$ cat src/hdl/pcm_envelope_stage_setup_assert.svh
// ----------------------------------------------------------------------------
// pcm envelope stage setup: assertion macros
// concurrent checks clocked on clk, compiled out when SYNTH is defined
// ----------------------------------------------------------------------------
`ifndef PCM_ENVELOPE_STAGE_SETUP_ASSERT_SVH
`define PCM_ENVELOPE_STAGE_SETUP_ASSERT_SVH
`ifndef SYNTH
// check that is skipped while reset is asserted
`define PES_ASSERT(name, prop) \
  name: assert property (@(posedge clk) disable iff (!rst_n) prop) \
    else $error("envelope stage setup check failed");
// check that also covers the reset cycles
`define PES_ASSERT_RST(name, prop) \
  name: assert property (@(posedge clk) prop) \
    else $error("envelope stage setup reset check failed");
`else
`define PES_ASSERT(name, prop)
`define PES_ASSERT_RST(name, prop)
`endif
`endif

$ cat src/hdl/pes_pkg.sv
// ----------------------------------------------------------------------------
// pes_pkg
// types, constants, stride tables and rate helpers of the envelope stage setup
// ----------------------------------------------------------------------------
package pes_pkg;

  // stage codes
  localparam logic [2:0] STG_ATTACK  = 3'd0;
  localparam logic [2:0] STG_DECAY1  = 3'd1;
  localparam logic [2:0] STG_DECAY2  = 3'd2;
  localparam logic [2:0] STG_OFF_A   = 3'd3;
  localparam logic [2:0] STG_RELEASE = 3'd4;
  localparam logic [2:0] STG_OFF_B   = 3'd5;

  localparam logic [5:0] MAX_RATE     = 6'd63;
  localparam logic [5:0] DAMP_RATE    = 6'd56;
  localparam logic [5:0] PREVERB_RATE = 6'd5;
  localparam logic [5:0] MIN_RATE     = 6'd4;
  localparam logic [3:0] RATE_OFF     = 4'd0;
  localparam logic [3:0] RATE_FULL    = 4'd15;
  localparam logic [3:0] CORR_NO_KS   = 4'd15;

  localparam logic [31:0] FULL_SCALE  = 32'h8000_0000;
  localparam logic [31:0] PREVERB_LVL = 32'h1800_0000;

  // 2^31 / decay divisor per rate, zero below rate 4
  localparam logic [31:0] DECAY_Q [64] = '{
    32'd0,       32'd0,       32'd0,       32'd0,
    32'd546,     32'd682,     32'd819,     32'd955,
    32'd1092,    32'd1365,    32'd1638,    32'd1911,
    32'd2184,    32'd2730,    32'd3276,    32'd3822,
    32'd4369,    32'd5461,    32'd6553,    32'd7645,
    32'd8738,    32'd10922,   32'd13107,   32'd15291,
    32'd17476,   32'd21845,   32'd26214,   32'd30583,
    32'd34952,   32'd43690,   32'd52428,   32'd61167,
    32'd69905,   32'd87381,   32'd104857,  32'd122335,
    32'd139810,  32'd174762,  32'd209715,  32'd244671,
    32'd279620,  32'd349525,  32'd419430,  32'd489399,
    32'd559240,  32'd699050,  32'd838860,  32'd978798,
    32'd1118481, 32'd1398101, 32'd1677721, 32'd1957596,
    32'd2236962, 32'd2796202, 32'd3355443, 32'd3918765,
    32'd4473924, 32'd5592405, 32'd6710886, 32'd7837531,
    32'd8947848, 32'd8947848, 32'd8947848, 32'd8947848
  };

  // 2^31 / attack divisor per rate, before bit inversion
  localparam logic [31:0] ATTACK_Q [64] = '{
    32'd0,         32'd0,         32'd0,         32'd0,
    32'd7825,      32'd9781,      32'd11737,     32'd13694,
    32'd15650,     32'd19563,     32'd23475,     32'd27388,
    32'd31300,     32'd39126,     32'd46951,     32'd54777,
    32'd62601,     32'd78252,     32'd93903,     32'd109554,
    32'd125203,    32'd156510,    32'd187815,    32'd219108,
    32'd250406,    32'd313044,    32'd375631,    32'd438261,
    32'd500812,    32'd626088,    32'd751393,    32'd876523,
    32'd1001624,   32'd1252177,   32'd1502787,   32'd1753047,
    32'd2003249,   32'd2505815,   32'd3007680,   32'd3508960,
    32'd4006499,   32'd5017485,   32'd6015360,   32'd7017920,
    32'd8012998,   32'd10034970,  32'd12064514,  32'd14035840,
    32'd16025997,  32'd20069940,  32'd24129029,  32'd28256363,
    32'd32051994,  32'd40518559,  32'd48806446,  32'd56512727,
    32'd65075262,  32'd82595524,  32'd97612893,  32'd113025455,
    32'd126322567, 32'd126322567, 32'd126322567, 32'd0
  };

  typedef struct packed {
    logic [2:0]        stage;
    logic signed [3:0] octave;
    logic              freq_high_bit;
    logic [3:0]        rate_correction;
    logic [3:0]        attack_rate;
    logic [3:0]        decay1_rate;
    logic [3:0]        decay_level;
    logic [3:0]        decay2_rate;
    logic [3:0]        release_rate;
    logic              damping;
    logic              preverb_enable;
    logic [31:0]       current_volume;
  } item_t;

  typedef struct packed {
    logic [2:0]  stage_used;
    logic [31:0] volume_step;
    logic [31:0] volume_limit;
    logic        load_volume;
    logic [31:0] new_volume;
    logic        stop_playing;
    logic        set_preverb;
  } result_t;

  typedef struct packed {
    logic [5:0] rate;
    logic       preverb;
  } rate_sel_t;

  // key-scaled rate, clamped to 0..63
  function automatic logic [5:0] eff_rate(logic [3:0] setting, logic [3:0] octave,
                                          logic fhb, logic [3:0] corr);
    logic [7:0] t;
    logic [7:0] base;
    base = {2'd0, setting, 2'd0};
    t = {{4{octave[3]}}, octave} + {4'd0, corr};
    t = {t[6:0], 1'b0} + {7'd0, fhb} + base;
    if (corr == CORR_NO_KS) t = base;
    if (setting == RATE_OFF) return 6'd0;
    if (setting == RATE_FULL) return MAX_RATE;
    if (t[7]) return 6'd0;
    if (t > 8'd63) return MAX_RATE;
    return t[5:0];
  endfunction

  // decay-type rate with damping and preverb overrides
  function automatic rate_sel_t decay_sel(logic [3:0] setting, item_t it, logic [31:0] vol);
    rate_sel_t s;
    s.preverb = 1'b0;
    if (it.damping) begin
      s.rate = DAMP_RATE;
    end else if (it.preverb_enable && (vol > PREVERB_LVL)) begin
      s.rate    = PREVERB_RATE;
      s.preverb = 1'b1;
    end else begin
      s.rate = eff_rate(setting, it.octave, it.freq_high_bit, it.rate_correction);
    end
    return s;
  endfunction

endpackage

$ cat src/hdl/pes_calc.sv
// ----------------------------------------------------------------------------
// pes_calc
// combinational stage resolution, rate selection and stride lookup
// ----------------------------------------------------------------------------
module pes_calc (
  input  pes_pkg::item_t   item,
  output pes_pkg::result_t res
);

  logic [5:0]         atk_rate;
  logic               fell;
  logic [2:0]         stg_mid;
  logic [2:0]         stg_used;
  logic [3:0]         dec_setting;
  logic [31:0]        vol_seen;
  pes_pkg::rate_sel_t dsel;
  logic [31:0]        dstep;
  logic               from_attack;

  always_comb begin
    atk_rate = pes_pkg::eff_rate(item.attack_rate, item.octave, item.freq_high_bit,
                                 item.rate_correction);
    from_attack = (item.stage == pes_pkg::STG_ATTACK);
    // attack at full rate jumps straight into decay 1
    fell     = from_attack && (atk_rate == pes_pkg::MAX_RATE);
    stg_mid  = fell ? pes_pkg::STG_DECAY1 : item.stage;
    // zero decay level skips decay 1
    stg_used = ((stg_mid == pes_pkg::STG_DECAY1) && (item.decay_level == 4'd0))
               ? pes_pkg::STG_DECAY2 : stg_mid;

    case (stg_used)
      pes_pkg::STG_DECAY1: dec_setting = item.decay1_rate;
      pes_pkg::STG_DECAY2: dec_setting = item.decay2_rate;
      default:             dec_setting = item.release_rate;
    endcase

    vol_seen = fell ? 32'd0 : item.current_volume;
    dsel     = pes_pkg::decay_sel(dec_setting, item, vol_seen);
    dstep    = pes_pkg::DECAY_Q[dsel.rate];

    res              = '0;
    res.stage_used   = stg_used;
    res.load_volume  = from_attack;
    case (stg_used)
      pes_pkg::STG_ATTACK: begin
        res.new_volume   = pes_pkg::FULL_SCALE;
        res.volume_limit = pes_pkg::FULL_SCALE - 32'd1;
        res.volume_step  = (atk_rate >= pes_pkg::MIN_RATE)
                           ? ~pes_pkg::ATTACK_Q[atk_rate] : 32'd0;
      end
      pes_pkg::STG_DECAY1: begin
        res.volume_step  = dstep;
        res.volume_limit = {2'd0, item.decay_level, 26'd0};
        res.set_preverb  = dsel.preverb;
      end
      pes_pkg::STG_DECAY2, pes_pkg::STG_RELEASE: begin
        res.volume_step  = dstep;
        res.volume_limit = pes_pkg::FULL_SCALE;
        res.set_preverb  = dsel.preverb;
      end
      pes_pkg::STG_OFF_A, pes_pkg::STG_OFF_B: begin
        res.load_volume  = 1'b1;
        res.new_volume   = pes_pkg::FULL_SCALE;
        res.stop_playing = 1'b1;
      end
      default: begin
        res.load_volume = 1'b0;
      end
    endcase
  end

endmodule

$ cat src/hdl/pcm_envelope_stage_setup.sv
// ----------------------------------------------------------------------------
// pcm_envelope_stage_setup
// envelope stage entry: stride, limit, volume reload and flags for one channel
// ----------------------------------------------------------------------------
// usage
//   in_*  : one channel's stage and rate settings per transfer (valid/ready)
//   out_* : one result per input transfer, in order (valid/ready)
//   no configuration registers, no state carried between items
// latency and throughput
//   out_valid rises at the edge after the input transfer edge if out_ready
//   is high: an input register, then the stage/rate logic and table lookups
//   feeding the result register; the result transfer can follow at the next
//   edge; one item per cycle while out_ready stays high; both stages advance
//   whenever the stage ahead is empty or being emptied in the same cycle
// reset
//   synchronous, active low; clears both valid flags, payload registers keep
//   whatever they hold
// stall behavior
//   with out_ready low the result holds on out_*, the input register still
//   takes one more item if it is empty, then in_ready drops until the
//   receiver takes a transfer; no item is lost or repeated
// ----------------------------------------------------------------------------
`include "pcm_envelope_stage_setup_assert.svh"

module pcm_envelope_stage_setup (
  input  logic              clk,
  input  logic              rst_n,
  input  logic              in_valid,
  output logic              in_ready,
  input  logic [2:0]        in_stage,
  input  logic signed [3:0] in_octave,
  input  logic              in_freq_high_bit,
  input  logic [3:0]        in_rate_correction,
  input  logic [3:0]        in_attack_rate,
  input  logic [3:0]        in_decay1_rate,
  input  logic [3:0]        in_decay_level,
  input  logic [3:0]        in_decay2_rate,
  input  logic [3:0]        in_release_rate,
  input  logic              in_damping,
  input  logic              in_preverb_enable,
  input  logic [31:0]       in_current_volume,
  output logic              out_valid,
  input  logic              out_ready,
  output logic [2:0]        out_stage_used,
  output logic [31:0]       out_volume_step,
  output logic [31:0]       out_volume_limit,
  output logic              out_load_volume,
  output logic [31:0]       out_new_volume,
  output logic              out_stop_playing,
  output logic              out_set_preverb
);

  // input register stage
  logic             s1_valid_r;
  pes_pkg::item_t   s1_item_r;
  pes_pkg::item_t   in_item;

  // result register stage
  logic             res_valid_r;
  pes_pkg::result_t res_r;
  pes_pkg::result_t res_nxt;

  logic             out_adv;
  logic             s1_adv;

  // terms used by the checks below
  logic             off_reload_ok;
  logic             preverb_step_ok;

  // gather the input ports into one item
  always_comb begin
    in_item.stage           = in_stage;
    in_item.octave          = in_octave;
    in_item.freq_high_bit   = in_freq_high_bit;
    in_item.rate_correction = in_rate_correction;
    in_item.attack_rate     = in_attack_rate;
    in_item.decay1_rate     = in_decay1_rate;
    in_item.decay_level     = in_decay_level;
    in_item.decay2_rate     = in_decay2_rate;
    in_item.release_rate    = in_release_rate;
    in_item.damping         = in_damping;
    in_item.preverb_enable  = in_preverb_enable;
    in_item.current_volume  = in_current_volume;
  end

  // a stage may load when it is empty or its content moves on this cycle
  assign out_adv  = !res_valid_r || out_ready;
  assign s1_adv   = !s1_valid_r || out_adv;
  assign in_ready = s1_adv;

  always_ff @(posedge clk) begin
    if (!rst_n) begin
      s1_valid_r <= 1'b0;
    end else if (s1_adv) begin
      s1_valid_r <= in_valid;
    end
  end

  always_ff @(posedge clk) begin
    if (s1_adv && in_valid) begin
      s1_item_r <= in_item;
    end
  end

  // stage resolution and stride lookup
  pes_calc u_calc (
    .item (s1_item_r),
    .res  (res_nxt)
  );

  always_ff @(posedge clk) begin
    if (!rst_n) begin
      res_valid_r <= 1'b0;
    end else if (out_adv) begin
      res_valid_r <= s1_valid_r;
    end
  end

  always_ff @(posedge clk) begin
    if (out_adv && s1_valid_r) begin
      res_r <= res_nxt;
    end
  end

  assign out_valid        = res_valid_r;
  assign out_stage_used   = res_r.stage_used;
  assign out_volume_step  = res_r.volume_step;
  assign out_volume_limit = res_r.volume_limit;
  assign out_load_volume  = res_r.load_volume;
  assign out_new_volume   = res_r.new_volume;
  assign out_stop_playing = res_r.stop_playing;
  assign out_set_preverb  = res_r.set_preverb;

  assign off_reload_ok   = out_load_volume && (out_new_volume == pes_pkg::FULL_SCALE);
  assign preverb_step_ok = (out_volume_step == pes_pkg::DECAY_Q[pes_pkg::PREVERB_RATE]);

  // reset empties the result stage
  `PES_ASSERT_RST(a_reset_empties, !rst_n |=> !out_valid)
  // no transfer is taken while both stages are full and the receiver stalls
  `PES_ASSERT(a_no_overrun, !(s1_valid_r && res_valid_r && !out_ready && in_ready))
  // off stages always reload a silent volume
  `PES_ASSERT(a_off_reload, (out_valid && out_stop_playing) |-> off_reload_ok)
  // preverb always runs at its fixed rate
  `PES_ASSERT(a_preverb_step, (out_valid && out_set_preverb) |-> preverb_step_ok)

endmodule

$ cat config.mk
export PLATFORM = sky130hd
export DESIGN_NAME = pcm_envelope_stage_setup
export DESIGN_NICKNAME = d
export VERILOG_FILES = /design/src/hdl/pes_pkg.sv /design/src/hdl/pes_calc.sv /design/src/hdl/pcm_envelope_stage_setup.sv
export VERILOG_INCLUDE_DIRS = /design/src /design/src/hdl
export SDC_FILE = /design/constraint.sdc
export NUM_CORES = 1
export LEC_CHECK = 0
export BUFFER_PORTS_ARGS = -buffer_cell sky130_fd_sc_hd__buf_2
export CAP_MARGIN = 20
export CORE_MARGIN = 3
export CORE_UTILIZATION = 44
export CTS_BUF_LIST = sky130_fd_sc_hd__clkbuf_2 sky130_fd_sc_hd__clkbuf_4 sky130_fd_sc_hd__clkbuf_8
export CTS_CLUSTER_SIZE = 16
export DETAILED_ROUTE_END_ITERATION = 6
export PLACE_DENSITY = 0.68
export RECOVER_POWER = 25
export SYNTH_ARGS = -nofsm -noshare
export SYNTH_HDL_FRONTEND = slang
export SYNTH_SLANG_ARGS = --single-unit
$ cat constraint.sdc
create_clock -name clk -period 7.44 [get_ports clk]
set_input_delay 0.372 -clock clk [delete_from_list [all_inputs] [get_ports clk]]
set_output_delay 0.372 -clock clk [all_outputs]
set_load 0.05 [all_outputs]
; Word-level counts from Yosys, hierarchy flattened
; Memory sizes are Yosys's and may differ from the RTL's.
; Cells that the tools add are included.
; Widths: inputs -> output; s select.
[word_totals]
regBits = 170
romBits = 4096
out_inout_bits = 104
word_cells = 131
n_memories = 2
[memory_table]
columns = name, words, width, read_ports, rd_ports_with_merged_regs, write_ports, line_no
row1 = (name not given), 64, 32, 1, 0, 0, pes_calc.sv:49  ; ? ~pes_pkg::ATTACK_Q[atk_rate] : 32'd0;
row2 = (name not given), 64, 32, 1, 0, 0, pes_calc.sv:39  ; dstep = pes_pkg::DECAY_Q[dsel.rate];
[op_classes]
add_sub_neg = 4
n_lt_le_gt_ge = 6
eq_ne = 10
muxes = 64
n_bitwise = 4
n_reduce_logical = 20
[op_table]
columns = op, n
row1 = $mux 32, 7
row2 = $pmux 64 s3, 1
row3 = $mux 6, 18
row4 = $gt 32x29->1 const B, 1
row5 = $mux 8, 4
row6 = $not 32->32, 1
row7 = $mux 1, 30
row8 = $add 8x6->8, 2
row9 = $gt 8x6->1 const B, 2
row10 = $ge 7x7->1 const B, 2
row11 = $not 6->7, 2
row12 = $eq 4x4->1 const B, 3
row13 = $logic_not 4->1, 3
row14 = $add 8x1->8, 1
row15 = $pmux 4 s2, 1
row16 = $add 4x5->6, 1
row17 = $eq 3x1->1 const B, 2
row18 = $eq 3x2->1 const B, 2
row19 = $eq 3x3->1 const B, 2
row20 = $eq 6x6->1 const B, 1
row21 = $ge 6x3->1 const B, 1
row22 = $logic_not 3->1, 2
row23 = $mux 3, 2
row24 = $reduce_or 2->1, 3
row25 = 7 further kinds, 14

; Logic depth before layout (Yosys ltp)
; Gate-level depths: netlist (run 1).
[logic_depth]
ltp_word = 49
depth_mapped = 40
mapped_depth_nobuf = 39

; Modules after synthesis
; A second synthesis (run 1) with hierarchy kept.
[hier_totals]
hier_cells = 953
area_unflattened_um2 = 9862.0
[modules_own_cells]
columns = module, n_inst, cells_per_inst, area_per_inst_um2, seq_area_each_um2
row1 = pcm_envelope_stage_setup, 1, 177, 5148.7, 5084.9
row2 = pes_calc, 1, 776, 4713.3, 0.0

; Worst setup path after synthesis (run 1)
; No wires, ideal clock.
[synth_path]
path_kind = flip-flop to flip-flop
startpoint = register s1_item_r[54] in the netlist's numbering
endpoint = register res_r (netlist bit out_volume_step[2]), data pin
setup_time_ns = 0.271
t_arrival_ns = 7.866
required_time_ns = 7.169
setup_slack_ns = -0.697
path_stages_with_launch = 37
n_path_buf = 1
period_less_slack_ns = 8.137
cell_sequence = edfxtp_1 -> ha_1 -> fa_1 -> ha_1 -> inv_1 -> fa_1 -> nor2b_1 -> o21ai_0 -> a32oi_1 -> a21o_1 -> o21ai_0 -> o21ai_0 -> nand2_1 -> inv_1 -> ha_1 -> inv_1 -> nor3_1 -> a31o_2 -> a31oi_2 -> o2bb2ai_1 -> or2_1 -> buf_2 -> ha_1 -> nor2b_1 -> o21ai_0 -> nor2_1 -> o21ai_0 -> o211ai_1 -> a211oi_1 -> a31oi_1 -> o21a_1 -> a21boi_1 -> o21ai_2 -> nor2_2 -> or4_1 -> o311ai_1 -> o211ai_1
[synth_rtl]
columns = element, line_no
row1 = "start, declared", pcm_envelope_stage_setup.sv:55  ; pes_pkg::item_t s1_item_r;
row2 = "start signal, assigned", pcm_envelope_stage_setup.sv:101  ; s1_item_r <= in_item;
row3 = "end signal, assigned", pcm_envelope_stage_setup.sv:121  ; res_r <= res_nxt;
row4 = "end, declared", pcm_envelope_stage_setup.sv:60  ; pes_pkg::result_t res_r;

==> flow_summary.ini, run 1 <==
[cts]
h-tree-depth = 3
path_clk_slew_ns = 0.14
cts_buffers = 9
clk_root_buffer_cell = clkbuf_8
hold_buffers = 0
insertion_delay_ns = 0.41
clkSinkCount = 109
clockBufferDepth = 2
tritoncts = yes

[timing]
finalSetupViolCount = 0
fin_skew_ns = 0.0311
fin_crit_sh_pct = 95.3
hold_violations = 0
setup_slack_ns = 0.352
rsz0062_at_grt = yes
fmax_ghz = 0.141
slew_violations = 0
final.min_clock_period_ns = 7.09
max_slew.worst_pin.slew_ns = 0.905
slew-limit-headroom_pct = 39.6

[route]
drcViolationCount = 0
vias = 7446
drtPass1Iterations = 6
routed_wl_um = 24200
ant_nets = 0
viasPerCell = 6.02
drtIter0Drc = 955
wl_per_cell_um = 19.5

[cells_and_area]
layout-drive-gt1-share_pct = 30.1
fillerInstances = 1607
final_area_mm2 = 0.00935
multi_input_area_mm2 = 0.00421
register_area_mm2 = 0.00325
final_common_cell = buf_2
diodes = 0
final_cell_mix = buf_2, edfxtp_1, nand2_1
fin_cells = 1237
syn_to_final_growth_pct = 19.5
nets = 1111

[die]
initial_core_util_pct = 45.1
die_area_mm2 = 0.0194
dieWidth_um = 139
die_y_um = 139
pin_count = 174
rows = 48
fp.coreArea_mm2 = 0.0174

[place]
postPlaceCellArea_mm2 = 0.00889
gp_congestion = 1.05
dp.cells = 1210
dpl.hpwl_um = 17700
pre_cts_slack_ns = 0.140
numPortBuffers = 142

[grt]
grt_pass1_wl_um = 37500
grt_pass1_vias = 7031
antenna_found_initial = 0
grt_overflow = 0
grt_util_all_layers_pct = 24.0
grt_max_degree = 49

[critical_path]
r2r-end = out_volume_step[3]
start_kind = flip-flop
ff2ff_path_depth = 36
critPathCaptureType = flip-flop
cp_slowest_cell = fa_2
required_ns = 7.59
crit_path_max_fanout = 6
critPathMaxStageDelay_ns = 0.54
r2r_slack_ns = 0.35
regToRegStartpoint = s1_item_r[54]
worstPathArrival_ns = 7.24
critical_path_class = flip-flop to flip-flop

[power_and_ir_drop]
peakVddDrop_v = 0.000156
cellLeakagePower_nw = 3.75
p_per_area_mw_per_mm2 = 283

[worst_hold_path]
min_from = in_rate_correction[1]
min_to = s1_item_r[55]
hold_path_class = input pin to flip-flop
holdPathStages = 1

[yosys]
synth_area_mm2 = 0.00782
ys_warn_count = 0
synth-seq-cells = 109
synthDistinctLibCells = 84
avgSynthCellArea_um2 = 9.22
synth_ff_type = edfxtp_1
async_flop_share_pct = 0
synthCells = 848
seq_area_frac_synth_pct = 41.6
synth_edf_count = 107

[outcome]
status = finished, final reports clean

[job]
cap_viol_max_count = 0
==> synthesized netlist by cell type, types with 13 or more instances <==
library cell    n  area share, %
o211ai_1       17            1.6
nor3_1         14           0.90
ha_1           31            5.0
buf_4          61            5.9
edfxtp_1      107             41
clkbuf_1       36            1.7
o22ai_1        16            1.3
a31oi_1        13            1.0
nand3_1        18            1.2
nand2_1        90            4.3
inv_1          17           0.82
o21ai_0        64            4.1
a21oi_1        66            4.2
nor2_1         83            4.0
nor4_1         14            1.1
==> sequential cells by signal, summed over array words and instances, names as in the netlist <==
register,flops
out_stop_playing,1
s1_item_r,66
out_valid,1
out_set_preverb,1
out_volume_step,28
out_stage_used,3
out_volume_limit,6
out_load_volume,1
s1_valid_r,1
out_new_volume,1
==> worst max-delay path, delay by kind of cell, from the launching register on <==
kind,cells,cell delay [ns]
buf+inv,6,0.64
fa+ha+maj,6,1.76
compound gates,18,3.05
flops,1,0.41
simple gates,6,0.97
==> worst max-delay path by stage <==
stage,from,slack [ns],endpoint,depth (start not counted)
after floorplan,s1_item_r[54],0.0008,out_volume_step[2],36
after global placement,s1_item_r[54],0.31,out_volume_step[2],35
after detailed placement,s1_item_r[54],0.14,out_volume_step[2],35
after CTS,s1_item_r[54],0.11,out_volume_step[2],35
after global routing,s1_item_r[54],-0.03,out_volume_step[2],39
final,s1_item_r[54],0.35,out_volume_step[3],36
==> power by group <==
group          total [W]  leakage [nW]  switching [W]  internal [W]
Combinational    0.00151          2.60        0.00101      0.000505
Clock           0.000383         0.105       0.000246      0.000138
Sequential      0.000748          1.05      0.0000189      0.000729
Total            0.00264          3.75        0.00127       0.00137
==> layout make-up <==
class	count	share of cell area, %
repair buffers	221	14.1
clock inverters	7	0.923
clock buffers	9	1.32
flip-flops and latches	109	34.8
inverters	19	0.816
multi-input cells	647	45.1
well taps	225	3.01
==> cells by family (layout without fill, tap and decap cells) <==
group	count (synthesis)	after routing	synth area share, %
DFF	109	109	41.6
muxes	4	4	0.512
xor gates and xnor gates	10	10	1.12
AOI/OAI and AO/OA	300	300	26.4
buffers and inverters	122	256	8.85
and+or+nand+nor	268	268	15.7
other	1	31	0.0479
adders and majority gates	34	34	5.73
==> per-layer routing <==
metal / track usage [%] / vias up / wire length [um]
li1: - / 3449 / -
met1: 31.1 / 3348 / 9450
met2: 36.8 / 537 / 10600
met3: 5.05 / 112 / 2610
met4: 14.8 / 0 / 1490
met5: 0 / - / 0
==> through the flow <==
step	utilization, %	power [W]	hold slack [ns]	TNS, ns
floorplan	-	0.00174	0.471	0
global placement	51.1	0.00217	0.509	0
detailed placement	51.2	0.00215	0.525	0
CTS	52.4	0.00254	0.120	0
global route	53.9	0.00278	0.110	-0.0757
finish	53.9	0.00264	0.132	0
==> repair_timing <==
action                                  4_1_cts  5_1_grt
endpoints found under the setup margin        0       24
buffers inserted                              0       11
gates resized for setup                       0       39
Note: power is estimated with default switching activity, not from simulation.
==> inputs of run 2 (changes only) <==
ABC_AREA = 1   (was not set)
==> flow_summary.ini, run 2 <==
[cts]
clockBufferDepth = 2
h-tree-depth = 3
clk_root_buffer_cell = clkbuf_8
insertion_delay_ns = 0.39
cts_buffers = 9
tritoncts = yes
path_clk_slew_ns = 0.12
hold_buffers = 0
clkSinkCount = 109

[power_and_ir_drop]
cellLeakagePower_nw = 4.04
p_per_area_mw_per_mm2 = 273
finalPower_w = 0.00241
peakVddDrop_v = 0.000191

[route]
ant_nets = 0
wl_met2_um = 10100
wl_met3_um = 2150
top_layer_used = met5
routed_wl_um = 22000
drcViolationCount = 0
viasPerCell = 5.43
met1_length_um = 8940
wl_per_cell_um = 17.0
drtIter0Drc = 816
vias = 7001
drtPass1Iterations = 6

[cells_and_area]
diodes = 0
syn_to_final_growth_pct = 12.5
largest_register_ffs = 66
final_cell_mix = nand2_1, buf_2, edfxtp_1
largest-register = s1_item_r
final_common_cell = nand2_1
final_area_mm2 = 0.00881
layout-drive-gt1-share_pct = 25.6
nets = 1164

[grt]
grt_pass1_wl_um = 33800
grt_util_all_layers_pct = 21.8
antenna_found_initial = 1
grt_max_degree = 67
grt_pass1_vias = 6314
grt_overflow = 0

[timing]
fin_skew_ns = 0.0149
setup_slack_ns = 0.615
slew-limit-headroom_pct = 32.2
hold-worst-slack_ns = 0.141
slew_violations = 0
max_slew.worst_pin.slew_ns = 1.00
fmax_ghz = 0.147
final.min_clock_period_ns = 6.82
hold_violations = 0
fin_crit_sh_pct = 91.7
finalSetupViolCount = 0

[critical_path]
critPathMaxStageDelay_ns = 0.52
regToRegStartpoint = s1_item_r[54]
ff2ff_path_depth = 44
r2r-end = out_volume_step[20]
required_ns = 7.58
critPathCaptureType = flip-flop
r2r_slack_ns = 0.62
start_kind = flip-flop
worstPathArrival_ns = 6.97
crit_path_max_fanout = 7
critical_path_class = flip-flop to flip-flop
cp_slowest_cell = fa_1

[die]
die_area_mm2 = 0.0194
die_y_um = 139
initial_core_util_pct = 45.1
fp.coreArea_mm2 = 0.0174
pin_count = 174
dieWidth_um = 139
rows = 48

[worst_hold_path]
min_from = in_current_volume[3]
min_to = s1_item_r[3]
hold_path_class = input pin to flip-flop
holdPathStages = 1

[yosys]
synth.top_cell.area_share_pct = 41.0
synthCells = 944
yosys-top-cells-count = nand2_1, edfxtp_1, inv_1, nand3_1, nor2_1
yosysTopAreaCell = edfxtp_1
synth_edf_count = 107
synthDistinctLibCells = 49
synth_ff_type = edfxtp_1
synth-seq-cells = 109
avgSynthCellArea_um2 = 8.29
netlist_top_cells_area = edfxtp_1, nand2_1, buf_4
seq_area_frac_synth_pct = 41.6
yosysMostFrequentCell = nand2_1
ys_warn_count = 0
async_flop_share_pct = 0
synth_area_mm2 = 0.00783

[place]
numPortBuffers = 142
postPlaceCellArea_mm2 = 0.00844
dpl.hpwl_um = 17000
pre_cts_slack_ns = 0.312
gp_congestion = 1.03

[job]
cap_viol_max_count = 0

[outcome]
status = finished, final reports clean
run 2: worst max-delay path, delay by kind of cell (launching register included):
family	cells	cell delay (ns)
simple gates	25	2.57
fa+ha+maj	7	2.12
compound gates	6	0.87
buf+inv	6	0.58
flops	1	0.44
run 2: power breakdown:
part	total (W)	leakage, nW	internal (W)	switching (W)
Sequential	0.000748	1.06	0.000730	0.0000180
Combinational	0.00128	2.86	0.000359	0.000918
Clock	0.000382	0.112	0.000142	0.000240
run 2: cell type report:
type,instances,area (um^2)
timing repair buffer,166,888
clock inverter,7,104
clock buffer,9,124
sequential,109,3250
multi-input combinational,670,3760
tap,225,282
fill,1636,8550
inverter,104,398
run 2: worst max path at each step:
| stage | from | endpoint | slack, ns | depth (start not counted) |
|---|---|---|---|---|
| 2_1_floorplan | s1_item_r[54] | out_volume_step[7] | 1.05 | 46 |
| 3_3_place_gp | s1_item_r[54] | out_volume_step[14] | 0.52 | 41 |
| 3_5_place_dp | s1_item_r[54] | out_volume_step[5] | 0.31 | 41 |
| 4_1_cts | s1_item_r[54] | out_volume_step[14] | 0.28 | 41 |
| 5_1_grt | s1_item_r[54] | out_volume_step[13] | -0.006 | 43 |
| 6_report | s1_item_r[54] | out_volume_step[20] | 0.62 | 44 |
run 2: per-layer routing:
layer  global-route usage (%)  up-vias
met4                     8.91        2
met5                        0        -
met3                     4.60       57
met1                     29.4     3139
li1                         -     3368
met2                     34.4      435
run 2: cell families (layout without fill, tap and decap cells):
family                     count (synthesis)  in the layout  share of synthesized area (%)
and+or+nand+nor                          439            439                           26.9
buffers and inverters                    195            286                           12.6
AOI/OAI and AO/OA                        161            161                           12.6
DFF                                      109            109                           41.6
adders and majority gates                 34             34                           5.72
xor gates and xnor gates                   5              5                          0.559
other                                      1             31                         0.0479
run 2: repair_timing:
item                                    CTS  global route
setup buffers                             0            12
endpoints found under the setup margin    0            24
resized for setup                         0            12
run 2: per-stage QoR:
step / utilization [%] / setup TNS [ns] / std cells
floorplan: - / 0 / 974
global placement: 48.7 / 0 / 1262
detailed placement: 48.7 / 0 / 1262
CTS: 50.0 / 0 / 1278
global route: 50.7 / -0.0131 / 1290
finish: 50.7 / 0 / 1290
